### src/design/lbc_pkg.sv
// shared constants, types and the arctangent table of the beam converter
package lbc_pkg;

   // scan and iteration sizing
   localparam int BEAMS        = 64;
   localparam int CORDIC_STEPS = 16;

   // field widths
   localparam int RANGE_W    = 16;
   localparam int ANGLE_W    = 16;
   localparam int POS_W      = 24;
   localparam int POINT_W    = 25;
   localparam int BEAM_NUM_W = 6;
   localparam int MEAN_W     = 16;

   // stream and register port widths
   localparam int REQ_W      = 104;
   localparam int RSP_W      = 104;
   localparam int CSR_ADDR_W = 2;
   localparam int CSR_DATA_W = 16;

   // internal widths
   localparam int CNT_W  = (BEAMS > 1) ? $clog2(BEAMS) : 1;
   localparam int SUM_W  = $clog2(BEAMS * 65535 + 1);
   localparam int ITER_W = $clog2(CORDIC_STEPS);
   localparam int CW     = 27;
   localparam int ZW     = 32;

   // arithmetic constants
   localparam logic [ANGLE_W-1:0] THREE_EIGHTHS_TURN = 16'h6000;
   localparam logic [ANGLE_W-1:0] QUARTER_TURN       = 16'h4000;
   localparam logic signed [31:0] INV_GAIN_Q30       = 32'sd652032874;

   // register indexes
   localparam logic [CSR_ADDR_W-1:0] CSR_ELEV_START = 2'd0;
   localparam logic [CSR_ADDR_W-1:0] CSR_ELEV_STEP  = 2'd1;
   localparam logic [CSR_ADDR_W-1:0] CSR_ENABLE     = 2'd2;

   typedef struct packed {
      logic              capture;
      logic              load_elev;
      logic              load_azim;
      logic              rotate;
      logic              compensate;
      logic              out_load;
      logic [ITER_W-1:0] step;
   } lbc_cmd_type;

   // arctangent of 2^-i in units of 2^32 per turn
   function automatic logic signed [ZW-1:0] atan_turn(input logic [4:0] idx);
      logic signed [ZW-1:0] val;
      case (idx)
         5'd0:    val = 32'sh20000000;
         5'd1:    val = 32'sh12E4051D;
         5'd2:    val = 32'sh09FB385B;
         5'd3:    val = 32'sh051111D4;
         5'd4:    val = 32'sh028B0D43;
         5'd5:    val = 32'sh0145D7E1;
         5'd6:    val = 32'sh00A2F61E;
         5'd7:    val = 32'sh00517C55;
         5'd8:    val = 32'sh0028BE53;
         5'd9:    val = 32'sh00145F2E;
         5'd10:   val = 32'sh000A2F98;
         5'd11:   val = 32'sh000517CC;
         5'd12:   val = 32'sh00028BE6;
         5'd13:   val = 32'sh000145F3;
         5'd14:   val = 32'sh0000A2F9;
         5'd15:   val = 32'sh0000517C;
         5'd16:   val = 32'sh000028BE;
         5'd17:   val = 32'sh0000145F;
         5'd18:   val = 32'sh00000A2F;
         5'd19:   val = 32'sh00000517;
         5'd20:   val = 32'sh0000028B;
         5'd21:   val = 32'sh00000145;
         5'd22:   val = 32'sh000000A2;
         5'd23:   val = 32'sh00000051;
         default: val = '0;
      endcase
      return val;
   endfunction

endpackage

### src/design/lbc_ctrl.sv
// sequencing state machine of the beam converter
module lbc_ctrl (
   input  logic                   clock,
   input  logic                   reset,
   input  logic                   req_tvalid,
   output logic                   req_tready,
   output logic                   rsp_tvalid,
   input  logic                   rsp_tready,
   input  logic                   enable,
   output lbc_pkg::lbc_cmd_type    cmd
);
   import lbc_pkg::*;

   typedef enum logic [2:0] {
      S_IDLE, S_LOAD_V, S_ROT_V, S_COMP_V, S_LOAD_H, S_ROT_H, S_COMP_H, S_DONE
   } state_type;

   localparam logic [ITER_W-1:0] LAST_STEP = ITER_W'(CORDIC_STEPS - 1);

   state_type         state_ff, state_in;
   logic [ITER_W-1:0] iter_ff, iter_in;
   logic              rsp_valid_ff, rsp_valid_in;

   always_comb begin
      state_in = state_ff;
      iter_in  = iter_ff;
      cmd      = '0;
      cmd.step = iter_ff;
      unique case (state_ff)
         S_IDLE: begin
            // disabled requests are taken and dropped
            if (req_tvalid && enable) begin
               cmd.capture = 1'b1;
               state_in    = S_LOAD_V;
            end
         end
         S_LOAD_V: begin
            cmd.load_elev = 1'b1;
            iter_in       = '0;
            state_in      = S_ROT_V;
         end
         S_ROT_V: begin
            cmd.rotate = 1'b1;
            iter_in    = iter_ff + 1'b1;
            if (iter_ff == LAST_STEP) state_in = S_COMP_V;
         end
         S_COMP_V: begin
            cmd.compensate = 1'b1;
            state_in       = S_LOAD_H;
         end
         S_LOAD_H: begin
            cmd.load_azim = 1'b1;
            iter_in       = '0;
            state_in      = S_ROT_H;
         end
         S_ROT_H: begin
            cmd.rotate = 1'b1;
            iter_in    = iter_ff + 1'b1;
            if (iter_ff == LAST_STEP) state_in = S_COMP_H;
         end
         S_COMP_H: begin
            cmd.compensate = 1'b1;
            state_in       = S_DONE;
         end
         S_DONE: begin
            if (!rsp_valid_ff || rsp_tready) begin
               cmd.out_load = 1'b1;
               state_in     = S_IDLE;
            end
         end
         default: state_in = S_IDLE;
      endcase
   end

   always_comb begin
      rsp_valid_in = rsp_valid_ff;
      if (cmd.out_load)     rsp_valid_in = 1'b1;
      else if (rsp_tready)  rsp_valid_in = 1'b0;
   end

   always_ff @(posedge clock) begin
      if (reset) begin
         state_ff     <= S_IDLE;
         iter_ff      <= '0;
         rsp_valid_ff <= 1'b0;
      end else begin
         state_ff     <= state_in;
         iter_ff      <= iter_in;
         rsp_valid_ff <= rsp_valid_in;
      end
   end

   assign req_tready = (state_ff == S_IDLE);
   assign rsp_tvalid = rsp_valid_ff;

endmodule

### src/design/lbc_dp.sv
// datapath: beam bookkeeping, shared cordic rotator, scan mean, result register
module lbc_dp (
   input  logic                                clock,
   input  logic                                reset,
   input  lbc_pkg::lbc_cmd_type                cmd,
   input  logic [lbc_pkg::ANGLE_W-1:0]         elev_start,
   input  logic [lbc_pkg::ANGLE_W-1:0]         elev_step,
   input  logic [lbc_pkg::RANGE_W-1:0]         range_mm,
   input  logic [lbc_pkg::ANGLE_W-1:0]         azimuth,
   input  logic signed [lbc_pkg::POS_W-1:0]    pos_x,
   input  logic signed [lbc_pkg::POS_W-1:0]    pos_y,
   input  logic signed [lbc_pkg::POS_W-1:0]    pos_z,
   output logic [lbc_pkg::POINT_W-1:0]         point_x,
   output logic [lbc_pkg::POINT_W-1:0]         point_y,
   output logic [lbc_pkg::POINT_W-1:0]         point_z,
   output logic [lbc_pkg::BEAM_NUM_W-1:0]      beam_number,
   output logic                                last_beam,
   output logic [lbc_pkg::MEAN_W-1:0]          mean_range
);
   import lbc_pkg::*;

   localparam logic signed [CW+31:0] CMP_HALF = (CW+32)'(64'sd1 <<< 29);

   // scan bookkeeping
   logic [CNT_W-1:0]    cnt_ff;
   logic [SUM_W-1:0]    sum_ff;
   logic [SUM_W-1:0]    sum_next;
   logic                is_last;
   logic [CNT_W+15:0]   prod_full;

   // captured beam
   logic [RANGE_W-1:0]       d_ff;
   logic [ANGLE_W-1:0]       h_ff;
   logic signed [POS_W-1:0]  px_ff, py_ff, pz_ff;
   logic [ANGLE_W-1:0]       prod_ff;
   logic [BEAM_NUM_W-1:0]    bnum_ff;
   logic                     last_ff;
   logic [MEAN_W-1:0]        mean_ff;

   // rotator
   logic signed [CW-1:0] x_ff, y_ff, cos_ff;
   logic signed [ZW-1:0] z_ff;
   logic signed [CW-1:0] x_in, y_in;
   logic signed [ZW-1:0] z_in;
   logic [ANGLE_W-1:0]   angle_v, ang_sel, ang_q, ang_f;
   logic                 fold;
   logic signed [CW-1:0] src, dx, dy;
   logic signed [ZW-1:0] at;
   logic signed [CW+31:0] mul_x, mul_y, mr_x, mr_y;

   // result rounding
   logic signed [CW-1:0] rnd_x, rnd_y, rnd_z, sum_x, sum_y, dif_z;

   // result register
   logic [POINT_W-1:0]    pnt_x_ff, pnt_y_ff, pnt_z_ff;
   logic [BEAM_NUM_W-1:0] bnum_out_ff;
   logic                  last_out_ff;
   logic [MEAN_W-1:0]     mean_out_ff;

   assign prod_full = cnt_ff * elev_step;
   assign is_last   = (cnt_ff >= CNT_W'(BEAMS - 1));
   assign sum_next  = sum_ff + SUM_W'(range_mm);

   always_ff @(posedge clock) begin
      if (reset) begin
         cnt_ff <= '0;
         sum_ff <= '0;
      end else if (cmd.capture) begin
         if (is_last) begin
            cnt_ff <= '0;
            sum_ff <= '0;
         end else begin
            cnt_ff <= cnt_ff + 1'b1;
            sum_ff <= sum_next;
         end
      end
   end

   // mean of the scan including this beam, beam count is a power of two
   always_ff @(posedge clock) begin
      if (cmd.capture) begin
         d_ff    <= range_mm;
         h_ff    <= azimuth;
         px_ff   <= pos_x;
         py_ff   <= pos_y;
         pz_ff   <= pos_z;
         prod_ff <= prod_full[ANGLE_W-1:0];
         bnum_ff <= BEAM_NUM_W'(cnt_ff);
         last_ff <= is_last;
         mean_ff <= MEAN_W'(sum_next / BEAMS);
      end
   end

   // rotator: load with quadrant fold, iterate, scale by 1/K
   always_comb begin
      angle_v = THREE_EIGHTHS_TURN - elev_start - prod_ff;
      ang_sel = cmd.load_elev ? angle_v : h_ff;
      ang_q   = ang_sel + QUARTER_TURN;
      fold    = ang_q[ANGLE_W-1];
      ang_f   = ang_sel ^ {fold, {(ANGLE_W-1){1'b0}}};
      src     = cmd.load_elev ? $signed({{(CW-RANGE_W-8){1'b0}}, d_ff, 8'h00}) : y_ff;
      dx      = y_ff >>> cmd.step;
      dy      = x_ff >>> cmd.step;
      at      = atan_turn(5'(cmd.step));
      mul_x   = x_ff * INV_GAIN_Q30;
      mul_y   = y_ff * INV_GAIN_Q30;
      mr_x    = (mul_x + CMP_HALF) >>> 30;
      mr_y    = (mul_y + CMP_HALF) >>> 30;
      x_in    = x_ff;
      y_in    = y_ff;
      z_in    = z_ff;
      if (cmd.load_elev || cmd.load_azim) begin
         x_in = fold ? -src : src;
         y_in = '0;
         z_in = $signed({ang_f, 16'h0000});
      end else if (cmd.rotate) begin
         if (!z_ff[ZW-1]) begin
            x_in = x_ff - dx;
            y_in = y_ff + dy;
            z_in = z_ff - at;
         end else begin
            x_in = x_ff + dx;
            y_in = y_ff - dy;
            z_in = z_ff + at;
         end
      end else if (cmd.compensate) begin
         x_in = mr_x[CW-1:0];
         y_in = mr_y[CW-1:0];
      end
   end

   always_ff @(posedge clock) begin
      x_ff <= x_in;
      y_ff <= y_in;
      z_ff <= z_in;
      if (cmd.load_azim) cos_ff <= x_ff;
   end

   // round q8 to millimetres and apply the sensor position
   always_comb begin
      rnd_x = (x_ff + CW'(128)) >>> 8;
      rnd_y = (y_ff + CW'(128)) >>> 8;
      rnd_z = (cos_ff + CW'(128)) >>> 8;
      sum_x = rnd_x + {{(CW-POS_W){px_ff[POS_W-1]}}, px_ff};
      sum_y = rnd_y + {{(CW-POS_W){py_ff[POS_W-1]}}, py_ff};
      dif_z = rnd_z - {{(CW-POS_W){pz_ff[POS_W-1]}}, pz_ff};
   end

   always_ff @(posedge clock) begin
      if (cmd.out_load) begin
         pnt_x_ff    <= sum_x[POINT_W-1:0];
         pnt_y_ff    <= sum_y[POINT_W-1:0];
         pnt_z_ff    <= dif_z[POINT_W-1:0];
         bnum_out_ff <= bnum_ff;
         last_out_ff <= last_ff;
         mean_out_ff <= last_ff ? mean_ff : '0;
      end
   end

   assign point_x     = pnt_x_ff;
   assign point_y     = pnt_y_ff;
   assign point_z     = pnt_z_ff;
   assign beam_number = bnum_out_ff;
   assign last_beam   = last_out_ff;
   assign mean_range  = mean_out_ff;

endmodule

### src/design/lidar_beam_to_cartesian.sv
// top level of the lidar beam to cartesian point converter
//
// usage:
//   req_ channel: one beam request per handshake (range, azimuth, sensor
//   position). the beam's elevation comes from an internal beam counter:
//   3/8 turn minus (start + index * step), binary angle of 65536 per turn.
//   rsp_ channel: one point per enabled beam, tlast marks the last beam of
//   a scan and then carries the mean range of the scan.
//   csr_ channel: register writes, always ready; write only while idle.
// timing:
//   rsp_tvalid rises once the request has passed through the single cordic
//   rotator, used for the elevation and then the azimuth rotation; a new
//   request is taken the cycle after the result is loaded, so each beam is
//   finished before the next one is taken.
// stall: the result register holds the point while rsp_tready is low; the
//   next request is already taken and worked on, and waits at the end.
// reset: beam counter, range sum, handshakes cleared; start and step go to
//   0, enable to 1. disabled beams are taken and dropped with no result.
module lidar_beam_to_cartesian (
   input  logic                             clock,
   input  logic                             reset,
   // request: range_mm[15:0], azimuth[31:16], pos_x[55:32], pos_y[79:56],
   // pos_z[103:80]
   input  logic                             req_tvalid,
   output logic                             req_tready,
   input  logic [lbc_pkg::REQ_W-1:0]        req_tdata,
   // response: point_x[24:0], point_y[49:25], point_z[74:50],
   // beam_number[80:75], mean_range[96:81], zero fill[103:97]
   output logic                             rsp_tvalid,
   input  logic                             rsp_tready,
   output logic [lbc_pkg::RSP_W-1:0]        rsp_tdata,
   output logic                             rsp_tlast,
   // register writes
   input  logic                             csr_valid,
   output logic                             csr_ready,
   input  logic [lbc_pkg::CSR_ADDR_W-1:0]   csr_addr,
   input  logic [lbc_pkg::CSR_DATA_W-1:0]   csr_wdata
);
   import lbc_pkg::*;

   logic [ANGLE_W-1:0]      elev_start_ff, elev_step_ff;
   logic                    enable_ff;
   lbc_cmd_type             cmd;
   logic [POINT_W-1:0]      point_x, point_y, point_z;
   logic [BEAM_NUM_W-1:0]   beam_number;
   logic [MEAN_W-1:0]       mean_range;

   // register file, writes never stall
   assign csr_ready = 1'b1;

   always_ff @(posedge clock) begin
      if (reset) begin
         elev_start_ff <= '0;
         elev_step_ff  <= '0;
         enable_ff     <= 1'b1;
      end else if (csr_valid) begin
         unique case (csr_addr)
            CSR_ELEV_START: elev_start_ff <= csr_wdata[ANGLE_W-1:0];
            CSR_ELEV_STEP:  elev_step_ff  <= csr_wdata[ANGLE_W-1:0];
            CSR_ENABLE:     enable_ff     <= csr_wdata[0];
            default:        ;  // unused index, ignored
         endcase
      end
   end

   lbc_ctrl u_ctrl (
      .clock      (clock),
      .reset      (reset),
      .req_tvalid (req_tvalid),
      .req_tready (req_tready),
      .rsp_tvalid (rsp_tvalid),
      .rsp_tready (rsp_tready),
      .enable     (enable_ff),
      .cmd        (cmd)
   );

   lbc_dp u_dp (
      .clock       (clock),
      .reset       (reset),
      .cmd         (cmd),
      .elev_start  (elev_start_ff),
      .elev_step   (elev_step_ff),
      .range_mm    (req_tdata[15:0]),
      .azimuth     (req_tdata[31:16]),
      .pos_x       (req_tdata[55:32]),
      .pos_y       (req_tdata[79:56]),
      .pos_z       (req_tdata[103:80]),
      .point_x     (point_x),
      .point_y     (point_y),
      .point_z     (point_z),
      .beam_number (beam_number),
      .last_beam   (rsp_tlast),
      .mean_range  (mean_range)
   );

   // pack the point fields, first field lowest
   assign rsp_tdata = {7'b0, mean_range, beam_number, point_z, point_y, point_x};

endmodule

### config.mk
export PLATFORM = sky130hd
export DESIGN_NAME = lidar_beam_to_cartesian
export DESIGN_NICKNAME = d
export VERILOG_FILES = /design/src/design/lbc_pkg.sv /design/src/design/lbc_ctrl.sv /design/src/design/lbc_dp.sv /design/src/design/lidar_beam_to_cartesian.sv
export SDC_FILE = /design/constraint.sdc
export NUM_CORES = 2
export LEC_CHECK = 0
export BUFFER_PORTS_ARGS = -buffer_cell sky130_fd_sc_hd__buf_4
export CAP_MARGIN = 5
export CORE_MARGIN = 5
export CORE_UTILIZATION = 32
export DETAILED_ROUTE_END_ITERATION = 10
export SYNTH_ARGS = -nofsm -noshare
export SYNTH_HDL_FRONTEND = slang
export SYNTH_SLANG_ARGS = --single-unit
### constraint.sdc
create_clock -name clock -period 11.9 [get_ports clock]
set_input_delay 0 -clock clock [delete_from_list [all_inputs] [get_ports clock]]
set_output_delay 0 -clock clock [all_outputs]
set_load 0.005 [all_outputs]
Word level (Yosys, flattened, before mapping):

Memories as Yosys holds them, arrays and structs flattened. A register that Yosys moved wholly into a read port is not among the register bits.
Index checks and enable logic that the tools add are counted.

* bits in read-only memories: 480
* bits in registers: 423
* input port bits: 127
* memories kept: 1
* output and inout port bits: 108
* logic and storage cells: 122

* order comparisons: 1
* muxes and demuxes: 33
* bitwise operators: 1
* reduce and logical (&&, ||, !) cells: 18
* eq/ne operators: 14
* add/sub/neg operators: 21
* shifts and indexed selects: 2
* multiply operators: 3

Memory list
* (no name shown): words 16, width 30, read ports 1, clocked after Yosys merged registers in 1, write ports 0, line lbc_pkg.sv:52 `case (idx)`

Operators by type and width (number)
* 27-bit 2-to-1 mux: 9
* 57-bit by 31-bit adder with 57-bit output (second input constant): 2
* 27-bit by 30-bit multiplier with 56-bit output (second input constant): 2
* 32-bit 2-to-1 mux: 3
* 27-bit by 9-bit adder with 27-bit output (second input constant): 3
* 27-bit adder: 2
* 27-bit by 4-bit >>> shifter with 27-bit output: 2
* 27-bit subtractor: 2
* 19-bit by 24-bit adder with 25-bit output: 2
* 32-bit adder: 1
* 32-bit subtractor: 1
* 27-bit negation: 1
* 19-bit by 24-bit subtractor with 25-bit output: 1
* 3-bit one-hot mux with 8 select lines: 1
* 22-bit by 16-bit adder with 22-bit output: 1
* 22-bit 2-to-1 mux: 1
* 16-bit by 15-bit adder with 16-bit output (second input constant): 1
* 6-bit by 16-bit multiplier with 16-bit output: 1
* 16-bit 2-to-1 mux: 1
* 15-bit by 16-bit subtractor with 16-bit output (first input constant): 1
* 16-bit subtractor: 1
* 16-bit bitwise XOR: 1
* 3-bit equality test (second input constant): 4
* 3-bit 2-to-1 mux: 4
* 23 further kinds: 45

Logic depth before layout (Yosys ltp):

* depth after elaboration: 6
* gate-level depth with buffers: 32

By module:

A second synthesis with hierarchy kept.

* cells, all modules: 6182
* area, all modules: 59842.4 um^2

Modules (own cells, without submodules)
* lbc_dp: sequential area each 10550.1 um^2, instances 1, area each 57790.4 um^2, cells an instance 5972
* lidar_beam_to_cartesian: sequential area each 660.6 um^2, instances 1, area each 1457.6 um^2, cells an instance 140
* lbc_ctrl: sequential area each 160.2 um^2, instances 1, area each 594.3 um^2, cells an instance 70

Least setup slack after synthesis:

OpenSTA, ideal clock, no wires.

* kind: reg2reg
* start point: register u_dp.x_ff[24]
* end point: register u_dp.x_ff[25] (data pin)
* slack: 3.697 ns
* required time: 11.724 ns
* arrival time: 8.027 ns
* stages on the path, launching flop included: 27
* cell sequence: edfxtp_1 > fa_1 > fa_1 > inv_1 > fa_1 > inv_1 > fa_1 > fa_1 > fa_1 > inv_1 > fa_1 > inv_1 > ha_1 > clkbuf_1 > a21o_1 > a21o_1 > a311o_1 > a211oi_4 > a21oi_1 > nand3b_4 > a311o_4 > nor4_4 > nand3b_4 > nor4_2 > xnor2_1 > nor2_1 > nor4_1

* longest elaborated chain between the ends: 5
* elaborated cells between the ends (all ways): 8

Ends and longest elaborated chain
* from (decl): line lbc_dp.sv:41 `logic signed [CW-1:0] x_ff, y_ff, cos_ff;`
* from (signal assigned): line lbc_dp.sv:133 `x_ff <= x_in;`
* 27-bit by 30-bit multiplier with 56-bit output: line lbc_dp.sv:105 `mul_x = x_ff * INV_GAIN_Q30;`
* 57-bit by 31-bit adder with 57-bit output: line lbc_dp.sv:107 `mr_x = (mul_x + CMP_HALF) >>> 30;`
* 27-bit 2-to-1 mux: line lbc_dp.sv:126 `end else if (cmd.compensate) begin`
* 27-bit 2-to-1 mux (*): line lbc_dp.sv:116 `end else if (cmd.rotate) begin`
* 27-bit 2-to-1 mux (*): line lbc_dp.sv:112 `if (cmd.load_elev || cmd.load_azim) begin`
* named net u_dp.x_in[25]: line lbc_dp.sv:43 `logic signed [CW-1:0] x_in, y_in;`

The timed path passes the listed nets; every way through them passes the cells marked *. The select of a mux whose other input is x is not followed.
A chain may end at the register's enable or synchronous reset.

Final worst setup path:

* start point: register u_dp.x_ff[19]
* end point: register u_dp.x_ff[25] (data pin)

Same word-level chain as after synthesis.

==> out/metrics.cfg <==
[cts]
clk_latency_ps=700
postCtsSetupRepairBufs=0
hold_buffers=167
cts_tree=yes
cts_resized=0
htreeDepth=2
clkSinkCount=446
clk_path_buf_depth=3
numCtsBuffers=53
path_clk_slew_ps=70
cts-root-buf=clkbuf_16

[sta]
fmax_mhz=108
period_share=0.779
worst_slew_pin_slew_ps=1270
setup_slack_ps=2630
report.final.slew_viol_count=0
finalClockSkew_ps=87.1
hold_viol=0
finalSetupViolations=0
rsz0062_at_grt=false
period_minus_slack_ps=9270
fin_tns_setup_ps=0
timing.hold.ws_ps=32.1
maxSlewHeadroom=0.150

[flow_run]
cap_viol_max_count=0

[placement]
preCtsSetupSlack_ps=2710
io_buffer_count=226
globalplace.congestion=0.962
place_hpwl_um=152000

[synth]
yosys.area.top_type_share=0.238
yosysUniqueCellTypes=109
ys_seq_area_frac=0.197
synth_warnings=0
synth_commonest_cells=inv_1 (1,109), ha_1 (792), fa_1 (723)
synth_area_per_cell_um2=9.61
synth_seq_cells=446
synthArstFlopShare=0
synth_edf_count=304
yosysTopAreaCell=fa_1
netlist_top_cells_area=fa_1 (24%), ha_1 (16%), edfxtp_1 (15%)
synth_ff_type=edfxtp_1
synth_most_common_cell=inv_1
synthCells=6333
syn_area_mm2=0.0609

[cells_and_area]
fill_cells=19000
area_growth_pct=13.6
layout-drive-gt1-share=0.0826
final_util=0.364
layout.nets=8314

[critical_path]
worst-setup-path-type=register to register
startpoint_type=register
worst_setup_path_end_kind=register
worstPathRequired_ps=12350
crit_arrival_ps=9720
cp_max_fo=15

[route]
drtPass1Iterations=5
detail-route-antenna-nets=0
vias=46600
wire_per_inst_um=20.2
initialDrtViolationCount=2993
vias_per_cell=5.05
route.detailed.drc=0
drt-total-wl_um=186000

[hold_path]
hold_class=primary input to register

[grt]
grt_pass1_vias=48800
track_usage=0.185
grt-ovfl-total=0
grt_pass1_wl_um=287000
grt_max_degree=82
grt_antenna_before_repair=3

[die]
start_util=0.321
rows=160
core_mm2=0.190
dieArea_mm2=0.199
die_h_um=446
num_io_pins=235
die_w_um=446

[run_status]
status=finished, final reports clean

final timing paths:
path	from	endpoint	slack (ps)	cells after the start
setup / recovery	u_dp.x_ff[19]$_DFFE_PP_	u_dp.x_ff[25]$_DFFE_PP_	2630	26
hold / removal	req_tdata[57]	u_dp.py_ff[1]$_DFFE_PP_	30	2
setup reg to reg	u_dp.x_ff[19]$_DFFE_PP_	u_dp.x_ff[25]$_DFFE_PP_	2630	26
hold reg to reg	u_dp.bnum_ff[3]$_DFFE_PP_	u_dp.beam_number[3]$_DFFE_PP_	430	0
stage by stage:
step / cell area, um^2 / instances
4_1_cts: 69100 / 9228
6_report: 69100 / 9232
2_1_floorplan: 60900 / 6339
3_3_place_gp: 65600 / 8961
5_1_grt: 69100 / 9230
3_5_place_dp: 65600 / 8961
cell families after synthesis:
kind of cell / Yosys count / synth area share
adder cells (fa/ha/maj): 1515 / 0.401
flip-flops: 446 / 0.197
buffers and inverters: 1300 / 0.0812
multiplexers: 131 / 0.0312
XOR/XNOR: 429 / 0.0617
AO/OA/AOI/OAI: 1139 / 0.121
other: 2 / 0.000123
AND/OR/NAND/NOR: 1371 / 0.108
area by class of cell:
cell class / instances / area (um^2) / share of cell area
tap: 2511 / 3140 / 0.0454
multi-input combinational: 4593 / 44000 / 0.637
clock inverter: 35 / 448 / 0.00648
clock buffer: 65 / 1440 / 0.0209
inverter: 1114 / 4190 / 0.0606
timing repair buffer: 464 / 3900 / 0.0564
sequential: 446 / 12000 / 0.173
antenna: 4 / 10.0 / 0.000145
metal layers:
metal / wire (um) / global-route usage / share of wire / vias up
met2: 86400 / 0.308 / 0.46 / 1418
met1: 80300 / 0.243 / 0.43 / 22900
met5: 0 / 0 / 0 / -
met3: 11800 / 0.0313 / 0.064 / 310
met4: 7870 / 0.0676 / 0.042 / 0
li1: - / - / - / 21900
worst max-delay path, stage by stage, from the launching register on:
cell and delay (ps):
edfxtp_1 1000, ha_1 450, fa_1 530, inv_1 110, fa_1 550, inv_1 70
fa_1 530, fa_1 560, inv_1 60, fa_1 530, inv_1 60, fa_1 470
ha_1 250, a2111oi_0 330, o21ai_0 160, a221oi_1 670, a21oi_1 160, nor2b_1 210
ha_1 220, inv_1 60, or4_1 690, nor4_4 480, nand3b_4 180, nor4_2 210
xnor2_1 170, nor2_1 60, nor4_1 290
layout by cell type, fill, tap and decap left out, drive strengths merged, types with 38 or more instances in the layout:
| cell | Yosys | layout |
|---|---|---|
| inv | 1111 | 1118 |
| ha | 792 | 792 |
| fa | 723 | 723 |
| nand2 | 443 | 443 |
| a21oi | 383 | 383 |
| nor2 | 357 | 357 |
| edfxtp | 304 | 304 |
| buf | 40 | 297 |
| xnor2 | 273 | 273 |
| o21ai | 214 | 214 |
| dlygate4sd3 | 0 | 167 |
| xor2 | 156 | 156 |
| dfxtp | 142 | 142 |
| nor3 | 109 | 109 |
| a21o | 98 | 98 |
| nand3 | 96 | 96 |
| and2 | 67 | 67 |
| mux2i | 66 | 66 |
| clkbuf | 146 | 65 |
| a31oi | 55 | 55 |
| and3 | 45 | 45 |
| mux4 | 45 | 45 |
| o21bai | 43 | 43 |
| nor2b | 41 | 41 |
| a211oi | 41 | 41 |
| nand4 | 39 | 39 |
| o21a | 38 | 38 |
registers in the layout, summed over array words and instances, names as in the netlist, 20 cells and up:
register / count
u_dp.py_ff: 24
u_dp.sum_ff: 22
u_dp.x_ff: 27
u_dp.point_x: 25
u_dp.point_z: 25
u_dp.pz_ff: 24
u_dp.point_y: 25
u_dp.z_ff: 32
u_dp.cos_ff: 20
u_dp.px_ff: 24
u_dp.y_ff: 27
u_dp.at: 30
Power is left out: the tool's default activity adds up to more than one toggle a clock period on the data nets, which glitch-free logic cannot reach.
